`src/design/frs_pkg.sv`:
```
package frs_pkg;

    localparam logic [7:0]  START_BYTE          = 8'hAA;
    localparam logic [7:0]  MAX_LENGTH_RESET    = 8'hFF;
    localparam logic [15:0] TIMEOUT_LIMIT_RESET = 16'h0FFF;

    localparam logic [0:0] OP_BYTE = 1'b0;
    localparam logic [0:0] OP_TICK = 1'b1;

    localparam logic [0:0] REG_MAX_LENGTH    = 1'b0;
    localparam logic [0:0] REG_TIMEOUT_LIMIT = 1'b1;

    typedef enum logic [2:0] {
        KIND_PAYLOAD  = 3'd0,
        KIND_OK       = 3'd1,
        KIND_TOO_LONG = 3'd2,
        KIND_TIMEOUT  = 3'd3,
        KIND_BAD_SUM  = 3'd4
    } kind_t;

    typedef enum logic [1:0] {
        PH_HUNT = 2'd0,
        PH_LEN  = 2'd1,
        PH_DATA = 2'd2,
        PH_SUM  = 2'd3
    } phase_t;

    typedef struct packed {
        logic [7:0]  max_length;
        logic [15:0] timeout_limit;
    } cfg_t;

    typedef struct packed {
        kind_t      result_kind;
        logic [7:0] payload_byte;
        logic [7:0] byte_index;
        logic [7:0] frame_length;
    } result_t;

endpackage

```
`src/design/frs_cfg_regs.sv`:
```
module frs_cfg_regs (
    input  logic              aclk,
    input  logic              aresetn,
    input  logic              psel,
    input  logic              penable,
    input  logic              pwrite,
    input  logic [2:0]        paddr,
    input  logic [31:0]       pwdata,
    output logic [31:0]       prdata,
    output logic              pready,
    output frs_pkg::cfg_t     cfg
);
    import frs_pkg::*;

    logic [7:0]  max_length_reg;
    logic [15:0] timeout_limit_reg;
    logic        wr_en;
    logic [0:0]  reg_sel;

    assign pready  = 1'b1;
    assign reg_sel = paddr[2];
    assign wr_en   = psel && penable && pwrite && pready;

    always_ff @(posedge aclk) begin
        if (!aresetn) begin
            max_length_reg    <= MAX_LENGTH_RESET;
            timeout_limit_reg <= TIMEOUT_LIMIT_RESET;
        end else if (wr_en) begin
            unique case (reg_sel)
                REG_MAX_LENGTH:    max_length_reg    <= pwdata[7:0];
                REG_TIMEOUT_LIMIT: timeout_limit_reg <= pwdata[15:0];
                default: ;
            endcase
        end
    end

    always_comb begin
        prdata = '0;
        unique case (reg_sel)
            REG_MAX_LENGTH:    prdata = {24'd0, max_length_reg};
            REG_TIMEOUT_LIMIT: prdata = {16'd0, timeout_limit_reg};
            default:           prdata = '0;
        endcase
    end

    assign cfg.max_length    = max_length_reg;
    assign cfg.timeout_limit = timeout_limit_reg;

endmodule

```
`src/design/frs_deframer.sv`:
```
module frs_deframer (
    input  logic              aclk,
    input  logic              aresetn,
    input  logic              step,
    input  logic              opcode,
    input  logic [7:0]        rx_byte,
    input  frs_pkg::cfg_t     cfg,
    output logic              res_valid,
    output frs_pkg::result_t  res
);
    import frs_pkg::*;

    phase_t      phase_reg, phase_next;
    logic [7:0]  len_reg, len_next;
    logic [7:0]  taken_reg, taken_next;
    logic [7:0]  sum_reg, sum_next;
    logic [15:0] idle_reg, idle_next;

    logic        is_tick;
    logic [16:0] idle_cnt;
    logic        timeout_hit;
    logic        too_long_hit;
    logic [8:0]  taken_inc;
    logic        data_last;

    assign is_tick      = (opcode == OP_TICK);
    assign idle_cnt     = {1'b0, idle_reg} + 17'd1;
    assign timeout_hit  = is_tick && (idle_cnt >= {1'b0, cfg.timeout_limit});
    assign too_long_hit = (rx_byte > cfg.max_length);
    assign taken_inc    = {1'b0, taken_reg} + 9'd1;
    assign data_last    = (taken_inc >= {1'b0, len_reg});

    always_comb begin
        phase_next = phase_reg;
        unique case (phase_reg)
            PH_HUNT: begin
                if (!is_tick && rx_byte == START_BYTE) phase_next = PH_LEN;
            end
            PH_LEN: begin
                if (timeout_hit) phase_next = PH_HUNT;
                else if (!is_tick) begin
                    if (too_long_hit)       phase_next = PH_HUNT;
                    else if (rx_byte == '0) phase_next = PH_SUM;
                    else                    phase_next = PH_DATA;
                end
            end
            PH_DATA: begin
                if (timeout_hit) phase_next = PH_HUNT;
                else if (!is_tick && data_last) phase_next = PH_SUM;
            end
            PH_SUM: begin
                if (timeout_hit || !is_tick) phase_next = PH_HUNT;
            end
            default: phase_next = PH_HUNT;
        endcase
    end

    always_comb begin
        len_next   = len_reg;
        taken_next = taken_reg;
        sum_next   = sum_reg;
        idle_next  = idle_reg;
        res_valid  = 1'b0;
        res        = '{KIND_PAYLOAD, 8'd0, 8'd0, 8'd0};
        if (phase_reg == PH_HUNT) begin
            if (!is_tick && rx_byte == START_BYTE) begin
                len_next   = '0;
                taken_next = '0;
                sum_next   = '0;
                idle_next  = '0;
            end
        end else if (is_tick) begin
            if (timeout_hit) begin
                len_next   = '0;
                taken_next = '0;
                sum_next   = '0;
                idle_next  = '0;
                res_valid  = 1'b1;
                res.result_kind  = KIND_TIMEOUT;
                res.frame_length = (phase_reg == PH_LEN) ? 8'd0 : len_reg;
            end else begin
                idle_next = idle_cnt[15:0];
            end
        end else begin
            idle_next = '0;
            case (phase_reg)
                PH_LEN: begin
                    if (too_long_hit) begin
                        len_next   = '0;
                        taken_next = '0;
                        sum_next   = '0;
                        res_valid  = 1'b1;
                        res.result_kind  = KIND_TOO_LONG;
                        res.frame_length = rx_byte;
                    end else begin
                        len_next   = rx_byte;
                        sum_next   = rx_byte;
                        taken_next = '0;
                    end
                end
                PH_DATA: begin
                    sum_next   = sum_reg + rx_byte;
                    taken_next = taken_inc[7:0];
                    res_valid  = 1'b1;
                    res.result_kind  = KIND_PAYLOAD;
                    res.payload_byte = rx_byte;
                    res.byte_index   = taken_reg;
                    res.frame_length = len_reg;
                end
                default: begin
                    len_next   = '0;
                    taken_next = '0;
                    sum_next   = '0;
                    res_valid  = 1'b1;
                    res.result_kind  = (rx_byte == sum_reg) ? KIND_OK : KIND_BAD_SUM;
                    res.frame_length = len_reg;
                end
            endcase
        end
    end

    always_ff @(posedge aclk) begin
        if (!aresetn) begin
            phase_reg <= PH_HUNT;
            len_reg   <= '0;
            taken_reg <= '0;
            sum_reg   <= '0;
            idle_reg  <= '0;
        end else if (step) begin
            phase_reg <= phase_next;
            len_reg   <= len_next;
            taken_reg <= taken_next;
            sum_reg   <= sum_next;
            idle_reg  <= idle_next;
        end
    end

endmodule

```
`src/design/frs_out_stage.sv`:
```
module frs_out_stage (
    input  logic              aclk,
    input  logic              aresetn,
    input  logic              s_valid,
    output logic              s_ready,
    output logic              step,
    input  logic              res_valid,
    input  frs_pkg::result_t  res,
    output logic              m_valid,
    input  logic              m_ready,
    output frs_pkg::result_t  m_res
);
    import frs_pkg::*;

    logic    valid_reg, valid_next;
    result_t res_reg;

    assign s_ready = !valid_reg || m_ready;
    assign step    = s_valid && s_ready;

    always_comb begin
        valid_next = valid_reg;
        if (step)         valid_next = res_valid;
        else if (m_ready) valid_next = 1'b0;
    end

    always_ff @(posedge aclk) begin
        if (!aresetn) valid_reg <= 1'b0;
        else          valid_reg <= valid_next;
    end

    always_ff @(posedge aclk) begin
        if (step && res_valid) res_reg <= res;
    end

    assign m_valid = valid_reg;
    assign m_res   = res_reg;

endmodule

```
`src/design/frame_receiver_sum_checksum.sv`:
```
// A result beat is valid on m_valid in the cycle after the input beat that causes it is accepted.
// Throughput: one input beat per cycle; the phase and counter registers update in one step.
// Input stalls only while a result beat waits and m_ready is low.
// Reset (aresetn low, synchronous): hunting for the start byte, no result pending,
// max_length 255, timeout_limit 4095.
module frame_receiver_sum_checksum (
    input  logic        aclk,
    input  logic        aresetn,
    input  logic        psel,
    input  logic        penable,
    input  logic        pwrite,
    input  logic [2:0]  paddr,
    input  logic [31:0] pwdata,
    output logic [31:0] prdata,
    output logic        pready,
    input  logic        s_valid,
    output logic        s_ready,
    input  logic        s_opcode,
    input  logic [7:0]  s_rx_byte,
    output logic        m_valid,
    input  logic        m_ready,
    output logic [2:0]  m_result_kind,
    output logic [7:0]  m_payload_byte,
    output logic [7:0]  m_byte_index,
    output logic [7:0]  m_frame_length
);
    import frs_pkg::*;

    cfg_t    cfg;
    logic    step;
    logic    res_valid;
    result_t res;
    result_t m_res;

    frs_cfg_regs u_cfg (
        .aclk    (aclk),
        .aresetn (aresetn),
        .psel    (psel),
        .penable (penable),
        .pwrite  (pwrite),
        .paddr   (paddr),
        .pwdata  (pwdata),
        .prdata  (prdata),
        .pready  (pready),
        .cfg     (cfg)
    );

    frs_deframer u_deframer (
        .aclk      (aclk),
        .aresetn   (aresetn),
        .step      (step),
        .opcode    (s_opcode),
        .rx_byte   (s_rx_byte),
        .cfg       (cfg),
        .res_valid (res_valid),
        .res       (res)
    );

    frs_out_stage u_out (
        .aclk      (aclk),
        .aresetn   (aresetn),
        .s_valid   (s_valid),
        .s_ready   (s_ready),
        .step      (step),
        .res_valid (res_valid),
        .res       (res),
        .m_valid   (m_valid),
        .m_ready   (m_ready),
        .m_res     (m_res)
    );

    assign m_result_kind  = m_res.result_kind;
    assign m_payload_byte = m_res.payload_byte;
    assign m_byte_index   = m_res.byte_index;
    assign m_frame_length = m_res.frame_length;

endmodule
```
`config.mk`:
```
export PLATFORM = sky130hd
export DESIGN_NAME = frame_receiver_sum_checksum
export DESIGN_NICKNAME = d
export VERILOG_FILES = /design/src/design/frs_pkg.sv /design/src/design/frs_cfg_regs.sv /design/src/design/frs_deframer.sv /design/src/design/frs_out_stage.sv /design/src/design/frame_receiver_sum_checksum.sv
export SDC_FILE = /design/constraint.sdc
export NUM_CORES = 1
export LEC_CHECK = 0
export BUFFER_PORTS_ARGS = -buffer_cell sky130_fd_sc_hd__buf_4
export CAP_MARGIN = 10
export CORE_MARGIN = 1.5
export CORE_UTILIZATION = 40
export DETAILED_ROUTE_END_ITERATION = 10
export SYNTH_ARGS = -nofsm -noshare
export SYNTH_HDL_FRONTEND = slang
export SYNTH_SLANG_ARGS = --single-unit
```
`constraint.sdc`:
```
create_clock -name aclk -period 5.7 [get_ports aclk]
set_clock_uncertainty 0.05 [all_clocks]
set_input_delay 1.14 -clock aclk [delete_from_list [all_inputs] [get_ports aclk]]
set_output_delay 1.14 -clock aclk [all_outputs]
set_load 0.02 [all_outputs]
```
==> summary.md, run 1 <==
| Metric | Value |
|---|---|
| Mapped Area | 0.00555 mm2 |
| Total negative setup slack | 0 ns |
| Root buffer cell | clkbuf_16 |
| Fraction of registers with async set/reset | 0% |
| Top post-synthesis cells by area | dfxtp_1 (24%), edfxtp_1 (15%), ha_1 (10%) |
| Vias in the first global route | 4392 |
| Synth Flop Type | dfxtp_1 |
| Worst setup EP type | flip-flop |
| HPWL Detailed | 9610 um |
| First-pass GRT wire length | 21700 um |
| Drt drc | 0 |
| Share of layout cells above drive strength 1 | 15.7% |
| Final ANT Viol Nets | 0 |
| WP data required | 5.92 ns |
| Antenna Cells | 0 |
| Clk slew on worst S/H paths | 0.07 ns |
| Synth area leader | dfxtp_1 |
| Synthesis Warnings | 0 |
| Final Hold Viols | 0 |
| Fin area | 0.00647 mm2 |
| Post-synth EDFFs | 27 |
| Worst-path fanout max | 15 |
| Syn Inst Count | 642 |
| Rows | 42 |
| # clock sinks | 94 |
| Die height | 121 um |
| Gpl congestion | 0.815 |
| Avg Inst Size Synth | 8.64 um2 |
| Power Density | 218 mW/mm2 |
| Worst min-delay path class | reg -> reg |
| Critical path class | reg -> reg |
| Synth top area share | 24.2% |
| Fin crit share | 74.7% |
| I/O pin total | 113 |
| H-Tree Depth | 3 |
| Worst IR Drop VDD | 0.190 mV |
| Commonest non-fill, non-tap cell in the layout | nand2_1 |
| Outcome | finished clean |
| Worst setup SP type | flip-flop |
| Initial core utilization | 41.4% |
| Initial antenna violation count | 0 |
| Static leakage | 2.77 nW |
| Largest net degree at the start of global routing | 54 |
| RSZ-0062 raised after global routing | no |
| Count of hold-fix buffers inserted at cts | 0 |
| Commonest non-fill, non-tap cells in the layout | nand2_1 (88), buf_4 (81), dfxtp_1 (67) |
| DRT Pass-1 Iters | 5 |
| Max_slew headroom | 24.2% |
| DR WL/cell | 15.0 um |
| # fillers | 1336 |
| Max Buffers Root-to-Sink | 2 |
| Post-DP Area | 0.00617 mm2 |
| Max reg flops | 27 |
| Post-CTS Setup Bufs | 0 |
| Iteration-0 DRC Markers | 259 |
| Synth unique cells | 62 |
| Core ar. | 0.0134 mm2 |
| Min Tclk post-route | 4.26 ns |
| FF+latch count, synth | 94 |
| Drt total wl | 13200 um |
| Vias per cell | 5.16 |
| Fin nets | 797 |
| Slew Viols, Final | 0 |
| Worst-Margin Slew | 1.13 ns |
| Pwr Total | 0.00141 W |
| GR Overflow Total | 0 |
| TritonCTS buffer count | 9 |
| GRT Overall Usage | 19.2% |
| Via Count | 4549 |
| TritonCTS clock tree | yes |
| Setup Viol. Count Final | 0 |
| Crit path arrival time | 4.48 ns |
| P&R area growth vs syn | 16.6% |
| Sequential element share of the synthesized area | 38.8% |
| Fmax | 235 MHz |
| Clk_lat worst skew | 0.36 ns |
| # port buffers | 77 |
| Die Area | 0.0146 mm2 |
| Max Cap Viol | 0 |
| Die W | 121 um |
| Post-CTS sizing | 0 |
==> path summary, 6_finish.rpt <==
kind | endpoint | slack, ns | cells after the start | start
worst max-delay path | u_deframer.idle_reg[1] | 1.44 | 14 | u_deframer.idle_reg[0]
worst max register to register | u_deframer.idle_reg[1] | 1.44 | 14 | u_deframer.idle_reg[0]
worst min-delay path | u_deframer.len_reg[5] | 0.41 | 2 | u_deframer.len_reg[5]
worst min register to register | u_deframer.len_reg[5] | 0.41 | 2 | u_deframer.len_reg[5]
==> final cells by class <==
class                           instances  area, um2  share of cell area (%)
Clock buffer                            9        225                    3.48
Clock inverter                          7       72.6                    1.12
Inverter                               38        143                    2.21
Multi-Input combinational cell        476       3050                    47.1
Sequential cell                        94       2150                    33.3
Tap cell                              176        220                    3.40
Timing Repair Buffer                   81        608                    9.40
==> Yosys cell counts (all sizes together) (5+ instances only) <==
library cell and n:
nand2 89, dfxtp 67, nor2 64, ha 45, inv 37, nand3 29
edfxtp 27, clkbuf 26, xnor2 26, o21ai 25, a21oi 24, buf 23
o211ai 22, and3 17, xor2 13, a21boi 10, nor3 9, a22oi 7
a2bb2oi 7, nand4 7, o2bb2ai 7, and2 6, nor2b 6, a211oi 5
a21o 5
==> report_power, final <==
| group | internal [W] | total [W] | switching, W |
|---|---|---|---|
| clock network | 0.000341 | 0.000607 | 0.000266 |
| logic | 0.0000395 | 0.000109 | 0.0000696 |
| registers | 0.000688 | 0.000690 | 0.00000216 |
| total | 0.00107 | 0.00141 | 0.000338 |
==> kinds of logic (layout without fill, tap and decap cells) <==
| kind of cell | count (synthesis) | count (layout) | synth area share [%] |
|---|---|---|---|
| muxes | 4 | 4 | 0.744 |
| xor gates and xnor gates | 39 | 39 | 6.16 |
| AOI/OAI and AO/OA | 125 | 125 | 15.7 |
| buffers and inverters | 87 | 135 | 7.40 |
| DFF | 94 | 94 | 38.8 |
| and+or+nand+nor | 245 | 245 | 20.5 |
| other | 2 | 17 | 0.135 |
| adders and majority gates | 46 | 46 | 10.5 |
==> per-stage QoR <==
step / hold slack [ns] / util, % / cells / setup slack, ns
finish: 0.410 / 48.3 / 881 / 1.44
global route: 0.431 / 48.3 / 881 / 0.998
CTS: 0.412 / 48.3 / 881 / 1.40
detailed placement: 0.400 / 46.0 / 865 / 1.44
global placement: 0.396 / 46.0 / 865 / 1.49
floorplan: 0.386 / - / 657 / 0.647
==> critical path: stages (launching register included) <==
cell      delay, ns
dfxtp_1        0.41
ha_1           0.25
nand3_2        0.15
nor2_1         0.25
nand3_1        0.31
nor2_1         0.21
xor2_1         0.17
ha_1           0.26
a211oi_1       0.22
o211ai_1       0.14
a221oi_2       0.42
and3b_1        0.31
a21o_1         0.34
nand2_1        0.41
a21oi_1        0.25
==> metal layers <==
metal | up-vias | routed length [um] | track usage [%]
met4 | 0 | 199 | 6.62
li1 | 2314 | - | -
met2 | 120 | 6220 | 32.5
met5 | - | 0 | 0
met3 | 16 | 804 | 4.62
met1 | 2099 | 5990 | 23.9
Note: power is estimated with default switching activity, not from simulation.
==> run 2: changes to the inputs <==
==> constraint.sdc (replaced) <==
create_clock -name aclk -period 3.8 [get_ports aclk]
set_clock_uncertainty 0.05 [all_clocks]
set_input_delay 0.76 -clock aclk [delete_from_list [all_inputs] [get_ports aclk]]
set_output_delay 0.76 -clock aclk [all_outputs]
set_load 0.02 [all_outputs]
==> run 2 against run 1 <==
Net effect:
- first-iteration DRC count rose by 9.3%
- setup slack got worse by 1.1 ns
- die area is the same
- sequential cell count unchanged
- sequential power rose by 51%
- final area grew 1.8%
- hold slack worse by 0.0022 ns
==> summary.md, run 2 (synthesis results as in run 1) <==
| Metric | Value |
|---|---|
| Count of hold-fix buffers inserted at cts | 0 (unchanged) |
| CP max-delay cell | dfxtp_1 |
| Slew Viols, Final | 0 (unchanged) |
| P&R area growth vs syn | 18.7% |
| Critical path class | reg -> reg |
| Share of layout cells above drive strength 1 | 17.3% (+1.6 points) |
| HPWL Detailed | 9460 um (-1.6%) |
| Worst-path cell chain | ha_1, nand3_2, nor2_1, nand3_2, nor2_1, xor2_1, ha_1, a211oi_1, o211ai_1, a221oi_2, and3b_1, a21o_1, and2_1, buf_12, o2bb2ai_1 |
| WP data required | 4.03 ns (-1.89 ns) |
| Drt total wl | 13000 um (-1.8%) |
| Power Density | 313 mW/mm2 (+44%) |
| Drt drc | 0 (unchanged) |
| TritonCTS buffer count | 9 (unchanged) |
| Max incr delay on CP | 0.39 ns (-0.03 ns) |
| Crit path arrival time | 3.66 ns (-0.82 ns) |
| R2R Path End | u_deframer.sum_reg[1] |
| R2R depth | 15 (+1) |
| Vias per cell | 5.10 (-1.3%) |
| DRT Pass-1 Iters | 4 (-1) |
| GR Overflow Total | 0 (unchanged) |
| Worst setup EP type | flip-flop |
| Iteration-0 DRC Markers | 283 (+9.3%) |
| I/O pin total | 113 (unchanged) |
| Via Count | 4548 (-0.022%) |
| Worst-Margin Slew | 1.06 ns (-0.0672 ns) |
| Root buffer cell | clkbuf_16 |
| Final WS setup | 0.374 ns (-1.07 ns) |
| Fmax | 292 MHz (+24%) |
| Combinational power share | 8.2% (+0.4 points) |
| Crit. Startpoint | u_deframer.idle_reg[0] |
| Commonest non-fill, non-tap cell in the layout | buf_4 |
| Placed Cells | 876 (+1.3%) |
| Outcome | finished clean |
| Core ar. | 0.0134 mm2 (unchanged) |
| Clock share of power | 41.5% (-1.7 points) |
| Sw Share | 24.9% (+0.88 points) |
| RSZ-0062 raised after global routing | no |
| Rows | 42 (unchanged) |
| Setup Viol. Count Final | 0 (unchanged) |
| Max reg flops | 27 (unchanged) |
| R2r startpoint | u_deframer.idle_reg[0] |
| WP depth | 15 (+1) |
| Gpl congestion | 0.853 (+4.7%) |
| Total negative setup slack | 0 ns (unchanged) |
| Largest net degree at the start of global routing | 54 (unchanged) |
| Worst R2R Setup Slack | 0.37 ns (-1.07 ns) |
| Worst setup SP type | flip-flop |
| Psw | 0.000513 W (+52%) |
| Final ANT Viol Nets | 0 (unchanged) |
| Initial antenna violation count | 0 (unchanged) |
| Reg power frac | 50.3% (+1.2 points) |
| Antenna Cells | 0 (unchanged) |
| Worst IR Drop VDD | 0.204 mV (+7.6%) |
| Die Area | 0.0146 mm2 (unchanged) |
| Vias in the first global route | 4249 (-3.3%) |
| Commonest non-fill, non-tap cells in the layout | buf_4 (89), nand2_1 (88), dfxtp_1 (67) |
| Final Hold Viols | 0 (unchanged) |
| Max Cap Viol | 0 (unchanged) |
| Post-CTS sizing | 0 (unchanged) |
| TritonCTS clock tree | yes |
| Final Non-Filler Cells | 892 (+1.2%) |
| Fin crit share | 90.2% (+15 points) |
| Final hold slack | 0.408 ns (-0.00221 ns) |
| # clock sinks | 94 (unchanged) |
| Worst min-delay path class | reg -> reg |
| Crit path buffers/inverters | 1 (+1) |
| H-Tree Depth | 3 (unchanged) |
| DR WL/cell | 14.5 um (-3.0%) |
| Die W | 121 um (unchanged) |
| CP endpoint | u_deframer.sum_reg[1] |
| # port buffers | 77 (unchanged) |
| Clk_lat worst skew | 0.35 ns (about the same) |
| Max Buffers Root-to-Sink | 2 (unchanged) |
| Worst-path fanout max | 8 (-7) |
| Max_slew headroom | 29.0% (+4.8 points) |
| Layout Utilization | 49.2% (+0.89 points) |
| Initial core utilization | 41.4% (unchanged) |
| Top delay family on crit path | simple AND/OR/NAND/NOR gates |
| Fin nets | 808 (+1.4%) |
| Cell-internal power | 0.00155 W (+45%) |
| GRT Overall Usage | 18.5% (-0.73 points) |
| DP Worst Slack | 0.212 ns (-1.23 ns) |
| First-pass GRT wire length | 21300 um (-1.7%) |
| Post-CTS Setup Bufs | 0 (unchanged) |
| Die height | 121 um (unchanged) |
| Clk slew on worst S/H paths | 0.07 ns (about the same) |
| Static leakage | 2.83 nW (+2.2%) |
| Min Tclk post-route | 3.43 ns (-0.834 ns) |
run 2: changes by cell type in the layout (fill, tap and decap cells not counted), sizes merged:
cell / before / now
inv: 39 / 40
clkinvlp: 1 / 0
buf: 81 / 92
bufinv: 1 / 0
clkbuf: 9 / 10
run 2: per-stage QoR:
stage                     power (W)  area [um2]
after floorplan             0.00116        5620
after global placement      0.00122        6300
after detailed placement    0.00123        6300
final                       0.00206        6590
after CTS                   0.00208        6570
after global routing        0.00213        6590
run 2: worst min path at each step:
stage                     depth (start not counted)                     to  slack [ns]             startpoint
after floorplan                                   2  u_deframer.len_reg[1]        0.39  u_deframer.len_reg[1]
after global placement                            2  u_deframer.len_reg[4]        0.40  u_deframer.len_reg[4]
after detailed placement                          2  u_deframer.len_reg[5]        0.40  u_deframer.len_reg[5]
after CTS                                         2  u_deframer.len_reg[1]        0.41  u_deframer.len_reg[1]
after global routing                              2  u_deframer.len_reg[6]        0.43  u_deframer.len_reg[6]
final                                             2  u_deframer.len_reg[1]        0.41  u_deframer.len_reg[1]
run 2: layout make-up:
type | instances | area, um2
flip-flops and latches | 94 | 2150
well taps | 176 | 220
repair buffers | 92 | 728
multi-input cells | 476 | 3070
clock inverters | 6 | 46.3
fillers | 1302 | 6810
clock buffers | 10 | 229
inverters | 38 | 143
run 2: per-layer routing:
| metal | GRT usage [%] | share of wire, % |
|---|---|---|
| met4 | 5.51 | 0.67 |
| met5 | 0 | 0 |
| met1 | 25.1 | 48 |
| met3 | 2.74 | 4.2 |
| met2 | 30.5 | 47 |
run 2: power by group through the flow:
stage	sequential (W)	combinational, W	clock (W)
CTS	0.00104	0.000170	0.000872
finish	0.00104	0.000169	0.000856
global placement	0.00106	0.000166	0
detailed placement	0.00106	0.000169	0
global route	0.00104	0.000185	0.000905
floorplan	0.00106	0.000107	0
run 2: worst min-delay path, stage by stage, from the launching register on:
cell and delay [ns]:
dfxtp_1 0.31, nand2_1 0.05, o21ai_0 0.06
